### src/ptdps_pkg.sv
package ptdps_pkg;

  localparam int DEPTH_DEF = 16;

  typedef enum logic [3:0] {
    K_PUSH_FRONT = 4'd0,
    K_PUSH_BACK  = 4'd1,
    K_POP_FRONT  = 4'd2,
    K_POP_BACK   = 4'd3,
    K_PEEK_FRONT = 4'd4,
    K_PEEK_BACK  = 4'd5,
    K_REMOVE     = 4'd6,
    K_MAX_PRIO   = 4'd7,
    K_MIN_PRIO   = 4'd8
  } kind_t;

  typedef enum logic [1:0] {
    ST_OK   = 2'd0,
    ST_NONE = 2'd1,
    ST_FULL = 2'd2
  } status_t;

  typedef enum logic [2:0] {
    CM_HOLD,
    CM_SHR,
    CM_DEL,
    CM_LOAD,
    CM_ROT
  } cell_mode_t;

  typedef enum logic [1:0] {
    S_IDLE,
    S_SCAN,
    S_FIN
  } state_t;

  typedef struct packed {
    logic [15:0] id;
    logic [7:0]  prio;
  } entry_t;

endpackage

### src/ptdps_cell.sv
module ptdps_cell #(
  parameter int IW  = 4,
  parameter int IDX = 0
) (
  input  logic                   clk,
  input  ptdps_pkg::cell_mode_t  mode,
  input  logic [IW-1:0]          pos,
  input  ptdps_pkg::entry_t      left,
  input  ptdps_pkg::entry_t      right,
  input  ptdps_pkg::entry_t      load,
  output ptdps_pkg::entry_t      data
);
  import ptdps_pkg::*;

  localparam logic [IW-1:0] MY = IW'(IDX);

  always_ff @(posedge clk) begin
    case (mode)
      CM_SHR: data <= left;
      CM_ROT: data <= right;
      CM_DEL: begin
        if (MY >= pos) data <= right;
      end
      CM_LOAD: begin
        if (MY == pos) data <= load;
      end
      default: data <= data;
    endcase
  end

endmodule

### src/process_table_deque_priority_search.sv
// Ordered table of up to DEPTH entries (16-bit id, 8-bit priority) kept in a row of cells,
// front in cell 0. An item is accepted when start is high and busy is low; its result
// appears on out_id, out_priority, status and entry_count with done high for exactly one
// cycle, and must be taken then since it cannot be held off. Push front, push back, pop
// front, peek front, and any item answered from the count alone (full table, empty table,
// unused kind) give a registered result in the cycle after the item, and busy stays
// low, so the next item can follow at once. Pop back, peek back, remove by id and the
// max/min priority searches rotate the whole cell ring once past cell 0 while scanning,
// then pass through a finishing state: busy stays high through both, the result is
// registered in the finishing state, and the next item is taken in the cycle the result
// appears at the earliest. After reset the table is empty.
module process_table_deque_priority_search #(
  parameter int DEPTH = ptdps_pkg::DEPTH_DEF
) (
  input  logic        clk,
  input  logic        rst,
  input  logic        start,
  output logic        busy,
  input  logic [3:0]  kind,
  input  logic [15:0] proc_id,
  input  logic [7:0]  proc_priority,
  output logic        done,
  output logic [15:0] out_id,
  output logic [7:0]  out_priority,
  output logic [1:0]  status,
  output logic [4:0]  entry_count
);
  import ptdps_pkg::*;

  localparam int IW = $clog2(DEPTH);
  localparam int CW = $clog2(DEPTH + 1);

  state_t          state, state_next;
  logic [CW-1:0]   count, count_next;
  logic [IW-1:0]   t, t_next;
  logic [IW-1:0]   m, m_next;
  logic            found, found_next;
  kind_t           kind_r, kind_next;
  logic [15:0]     id_r, id_next;
  entry_t          best, best_next;
  logic            done_next;
  logic [15:0]     out_id_next;
  logic [7:0]      out_priority_next;
  status_t         status_r, status_next;
  logic [4:0]      entry_count_next;

  cell_mode_t      cmode;
  logic [IW-1:0]   cpos;
  entry_t          new_entry;
  entry_t          cell_q [DEPTH];
  entry_t          cur;
  logic            accept;
  logic            scan_req;
  logic            in_range;

  assign accept    = start && !busy;
  assign new_entry = '{id: proc_id, prio: proc_priority};
  assign cur       = cell_q[0];
  assign in_range  = CW'(t) < count;
  assign scan_req  = accept && (count != '0) &&
                     (kind_t'(kind) inside {K_POP_BACK, K_PEEK_BACK, K_REMOVE,
                                            K_MAX_PRIO, K_MIN_PRIO});

  for (genvar k = 0; k < DEPTH; k++) begin : g_cell
    ptdps_cell #(
      .IW  (IW),
      .IDX (k)
    ) u_cell (
      .clk   (clk),
      .mode  (cmode),
      .pos   (cpos),
      .left  ((k == 0) ? new_entry : cell_q[(k + DEPTH - 1) % DEPTH]),
      .right (cell_q[(k + 1) % DEPTH]),
      .load  (new_entry),
      .data  (cell_q[k])
    );
  end

  // next state
  always_comb begin
    state_next = state;
    case (state)
      S_IDLE: begin
        if (scan_req) state_next = S_SCAN;
      end
      S_SCAN: begin
        if (t == IW'(DEPTH - 1)) state_next = S_FIN;
      end
      S_FIN:   state_next = S_IDLE;
      default: state_next = S_IDLE;
    endcase
  end

  // datapath control and result
  always_comb begin
    cmode             = CM_HOLD;
    cpos              = '0;
    count_next        = count;
    t_next            = t;
    m_next            = m;
    found_next        = found;
    kind_next         = kind_r;
    id_next           = id_r;
    best_next         = best;
    done_next         = 1'b0;
    out_id_next       = out_id;
    out_priority_next = out_priority;
    status_next       = status_r;
    case (state)
      S_IDLE: begin
        if (accept) begin
          kind_next         = kind_t'(kind);
          id_next           = proc_id;
          found_next        = 1'b0;
          t_next            = '0;
          out_id_next       = '0;
          out_priority_next = '0;
          status_next       = ST_NONE;
          done_next         = !scan_req;
          case (kind_t'(kind))
            K_PUSH_FRONT, K_PUSH_BACK: begin
              if (count == CW'(DEPTH)) begin
                status_next = ST_FULL;
              end else begin
                cmode             = (kind_t'(kind) == K_PUSH_FRONT) ? CM_SHR : CM_LOAD;
                cpos              = count[IW-1:0];
                count_next        = count + CW'(1);
                out_id_next       = proc_id;
                out_priority_next = proc_priority;
                status_next       = ST_OK;
              end
            end
            K_POP_FRONT, K_PEEK_FRONT: begin
              if (count != '0) begin
                out_id_next       = cur.id;
                out_priority_next = cur.prio;
                status_next       = ST_OK;
                if (kind_t'(kind) == K_POP_FRONT) begin
                  cmode      = CM_DEL;
                  cpos       = '0;
                  count_next = count - CW'(1);
                end
              end
            end
            default: ;
          endcase
        end
      end
      S_SCAN: begin
        cmode  = CM_ROT;
        t_next = t + IW'(1);
        case (kind_r)
          K_POP_BACK, K_PEEK_BACK: begin
            if (CW'(t) + CW'(1) == count) begin
              best_next  = cur;
              found_next = 1'b1;
            end
          end
          K_REMOVE: begin
            if (in_range && !found && cur.id == id_r) begin
              best_next  = cur;
              found_next = 1'b1;
              m_next     = t;
            end
          end
          K_MAX_PRIO: begin
            if (t == '0 || (in_range && cur.prio > best.prio)) begin
              best_next  = cur;
              found_next = 1'b1;
            end
          end
          K_MIN_PRIO: begin
            if (t == '0 || (in_range && cur.prio < best.prio)) begin
              best_next  = cur;
              found_next = 1'b1;
            end
          end
          default: ;
        endcase
      end
      S_FIN: begin
        done_next = 1'b1;
        if (found) begin
          out_id_next       = best.id;
          out_priority_next = best.prio;
          status_next       = ST_OK;
          if (kind_r == K_POP_BACK) begin
            count_next = count - CW'(1);
          end else if (kind_r == K_REMOVE) begin
            cmode      = CM_DEL;
            cpos       = m;
            count_next = count - CW'(1);
          end
        end else begin
          out_id_next       = '0;
          out_priority_next = '0;
          status_next       = ST_NONE;
        end
      end
      default: ;
    endcase
    entry_count_next = 5'(count_next);
  end

  always_ff @(posedge clk) begin
    if (rst) begin
      state <= S_IDLE;
      count <= '0;
      done  <= 1'b0;
    end else begin
      state <= state_next;
      count <= count_next;
      done  <= done_next;
    end
  end

  always_ff @(posedge clk) begin
    t            <= t_next;
    m            <= m_next;
    found        <= found_next;
    kind_r       <= kind_next;
    id_r         <= id_next;
    best         <= best_next;
    out_id       <= out_id_next;
    out_priority <= out_priority_next;
    status_r     <= status_next;
    entry_count  <= entry_count_next;
  end

  assign busy   = (state != S_IDLE);
  assign status = status_r;

  a_count_bound: assert property (@(posedge clk) disable iff (rst)
    count <= CW'(DEPTH))
    else $error("entry count above depth");

  a_count_step: assert property (@(posedge clk) disable iff (rst)
    !$past(rst) |-> (count == $past(count)) || (count == $past(count) + CW'(1)) ||
                    (count + CW'(1) == $past(count)))
    else $error("entry count moved by more than one");

  a_full_push: assert property (@(posedge clk) disable iff (rst)
    (accept && count == CW'(DEPTH) && (kind == K_PUSH_FRONT || kind == K_PUSH_BACK))
    |=> done && status == ST_FULL && out_id == '0)
    else $error("push into full table not flagged");

  a_no_result_in_scan: assert property (@(posedge clk) disable iff (rst)
    (state == S_SCAN) |-> !done)
    else $error("result strobe during ring walk");

  a_walk_ends: assert property (@(posedge clk) disable iff (rst)
    (state == S_FIN) |=> done && !busy)
    else $error("walk finish did not deliver a result");

endmodule
### config.mk
export PLATFORM = sky130hd
export DESIGN_NAME = process_table_deque_priority_search
export DESIGN_NICKNAME = d
export VERILOG_FILES = /design/src/ptdps_pkg.sv /design/src/ptdps_cell.sv /design/src/process_table_deque_priority_search.sv
export SDC_FILE = /design/constraint.sdc
export NUM_CORES = 1
export LEC_CHECK = 0
export ABC_AREA = 1
export BUFFER_PORTS_ARGS = -buffer_cell sky130_fd_sc_hd__buf_2
export CORE_MARGIN = 2
export CORE_UTILIZATION = 57
export DETAILED_ROUTE_END_ITERATION = 6
export GPL_TIMING_DRIVEN = 1
export HOLD_SLACK_MARGIN = 0.1
export PLACE_DENSITY_LB_ADDON = 0.3
export SETUP_SLACK_MARGIN = 0.2
export SYNTH_ARGS = -nofsm -noshare
export SYNTH_HDL_FRONTEND = slang
export SYNTH_SLANG_ARGS = --single-unit
### constraint.sdc
create_clock -name clk -period 3.14 [get_ports clk]
set_input_delay 0 -clock clk [delete_from_list [all_inputs] [get_ports clk]]
set_output_delay 0 -clock clk [all_outputs]
set_load 0.01 [all_outputs]
==> out/qor.yml <==
status: "finished, final reports clean"
vias: 19310
post-route-drc-count: 0
leakage_uw: 0.01049
clockBufferDepth: 3
path_common_cell: "nand2_2"
hold_viol: 0
tightest_slew_ns: 1.006
ys_seq_area_frac: 0.5946
worstHoldStart: "kind[2]"
crit_chain: "inv_2 > ha_2 > inv_1 > nor3_4 > nand2_2 > nand2_2 > nand2_1 > nand2_8 > buf_12 > nand4_1 > nand3_1"
yosys_most_used_dff: "edfxtp_1"
min_to: "kind_r[2]"
clk_latency_ns: 0.59
die_w_um: 208.4
clock.fmax_ghz: 0.3515
synth_edf_count: 463
rsz0062_at_grt: "yes"
cp-start-kind: "flop"
worst_path_largest_cell_delay_ns: 0.41
power.total_uw: 15860
routabilityCongestion: 0.8911
grt_max_degree: 202
antenna_found_initial: 0
fin_crit_sh: 0.9060
ys_ff_latch: 476
r2r_cells: 11
hold_depth: 2
syn_area_um2: 23820
synthTopCellsByCount: "nand2_1 (573), edfxtp_1 (463), nand3_1 (425), nand4_1 (372), clkbuf_1 (86)"
track_usage: 0.2875
powerDensity_nw_per_um2: 602.3
ant_nets: 0
critPathCaptureType: "flop"
grt-ovfl-total: 0
nets: 2423
pre_cts_ws_ns: 0.2983
area_delta_synth_final_pct: 10.55
post-dp-hpwl_mm: 37.76
start_util: 0.5807
pin_count: 64
r2r-start: "count[0]"
final-setup-viol-count: 0
cts_sinks: 476
core_um2: 41020
reg2reg_slack_ns: 0.30
synth_area_leaders: "edfxtp_1 (58%), nand4_1 (9.8%), nand2_1 (9.0%)"
maxSlewHeadroom: 0.3290
cp.required_ns: 3.58
io_buffer_count: 63
drv_slew: 0
fin_skew_ns: 0.02280
htreeDepth: 2
fin_ws_ns: 0.2950
cp.arrival_ns: 3.29
dieArea_um2: 43440
timing.setup.tns_ns: 0
yosysTopAreaCell: "edfxtp_1"
cts_made_buffers: 49
path_clk_slew_ns: 0.06
num_rows: 74
synth_cell_types: 32
yosysTopAreaCellShare: 0.5837
dr.pass1.iters: 5
syn_nets: 2411
worstReg2RegEnd: "g_cell[5].u_cell.data[16]"
cpMaxStageDelayCell: "buf_12"
yosysMostFrequentCell: "nand2_1"
critPathKind: "flop to flop"
routedWlPerCell_um: 21.51
wirelength_mm: 63.38
final_util: 0.6420
viasPerCell: 6.555
ir_drop_mv: 0.3978
first_global_vias: 17990
hp-class: "input port to flop"
yosys_warnings: 0
drtIter0Drc: 2971
drive_gt1_frac: 0.1127
syn-instance-count: 2363
cts_root_buffer: "clkbuf_16"
grt_first_pass_wirelength_mm: 100.1
min_period_ns: 2.845
insertedDiodeCount: 0
worstPathMaxFanout: 186
postSynthAreaPerCell_um2: 10.08
async_flop_share: 0
die_h_um: 208.4
maxCapViolations: 0
cts_tree: "done"
==> routing by layer <==
| layer | GRT usage | vias to the layer above | routed length (um) |
|---|---|---|---|
| met5 | 0 | - | 0 |
| met4 | 0.1017 | 0 | 1893 |
| met3 | 0.04000 | 145 | 6171 |
| met2 | 0.4367 | 1128 | 29560 |
| met1 | 0.4258 | 9323 | 25760 |
| li1 | - | 8714 | - |
==> kinds of logic after synthesis <==
kind of cell               after synthesis  share of synthesized area
and+or+nand+nor                       1483                     0.3053
adders and majority gates               17                   0.008929
xor gates and xnor gates                 9                   0.003309
buffers and inverters                  287                    0.06503
DFF                                    476                     0.5946
AOI/OAI and AO/OA                       91                    0.02280
==> metrics by stage <==
step	instance area, um2	std cells	hold WS, ns
3_5_place_dp	24390	2817	0.2345
2_1_floorplan	23840	2363	0.06907
4_1_cts	26170	2938	0.1932
5_1_grt	26330	2946	0.2363
6_report	26330	2946	0.2137
3_3_place_gp	24390	2817	0.2487
==> placed cells by master, fill, tap and decap left out, drive strengths merged, types with 2 or more instances in the layout <==
cell type / netlist / layout
a31oi: 2 / 2
nor3: 8 / 8
dlygate4sd3: 0 / 31
clkbuf: 86 / 64
dfxtp: 13 / 13
clkinv: 2 / 27
o22ai: 7 / 7
o21ai: 35 / 35
a21oi: 21 / 21
buf: 119 / 132
bufinv: 0 / 2
nand4: 372 / 372
nand3: 426 / 426
edfxtp: 463 / 463
inv: 80 / 80
a22oi: 24 / 24
ha: 17 / 17
nor2: 69 / 69
xor2: 9 / 9
nand2: 606 / 607
==> how the worst max path moves through the flow <==
stage                   from                         end  slack [ns]  cells past startpoint
floorplan           count[0]   g_cell[15].u_cell.data[0]       -0.27                     14
global placement    state[0]    g_cell[6].u_cell.data[7]        0.28                     12
detailed placement  count[1]  g_cell[15].u_cell.data[10]        0.30                     14
CTS                 state[0]   g_cell[4].u_cell.data[11]        0.26                     11
global route        count[0]   g_cell[14].u_cell.data[5]        0.16                     15
finish              count[0]   g_cell[5].u_cell.data[16]        0.30                     11
==> critical path: cells and delay by family, from the launching register on <==
kind          cells  cell delay, ns
buf+inv           3            0.58
flops             1            0.32
simple gates      7            1.26
fa+ha+maj         1            0.20
==> repair_timing <==
action                                 in CTS  in global routing
setup endpoints to repair                   0                644
resized for setup                           0                 20
hold buffers                               31                  0
buffers inserted                            0                  5
endpoints found under the hold margin     410                  0
==> cell type report <==
class | instances | area, um2
multi-input combinational | 1601 | 8227
fill | 3169 | 14680
timing repair buffer | 165 | 1484
sequential | 476 | 14160
clock inverter | 28 | 190.2
inverter | 82 | 326.6
clock buffer | 62 | 1275
tap | 532 | 665.6
==> registers in the layout, summed over array words and instances (netlist names), 4 cells and up <==
name                flops
entry_count             5
kind_r                  4
g_cell.u_cell.data    384
out_id                 16
out_priority            8
m                       4
best                   24
count                   5
id_r                   16
t                       4
==> power by group <==
part,internal (uW),switching [uW],total [uW],leakage (uW)
clock network,3040,2440,5480,0.000720
logic,807,1460,2270,0.00536
registers,7790,320,8110,0.00442
Note: power is estimated with default switching activity, not from simulation.
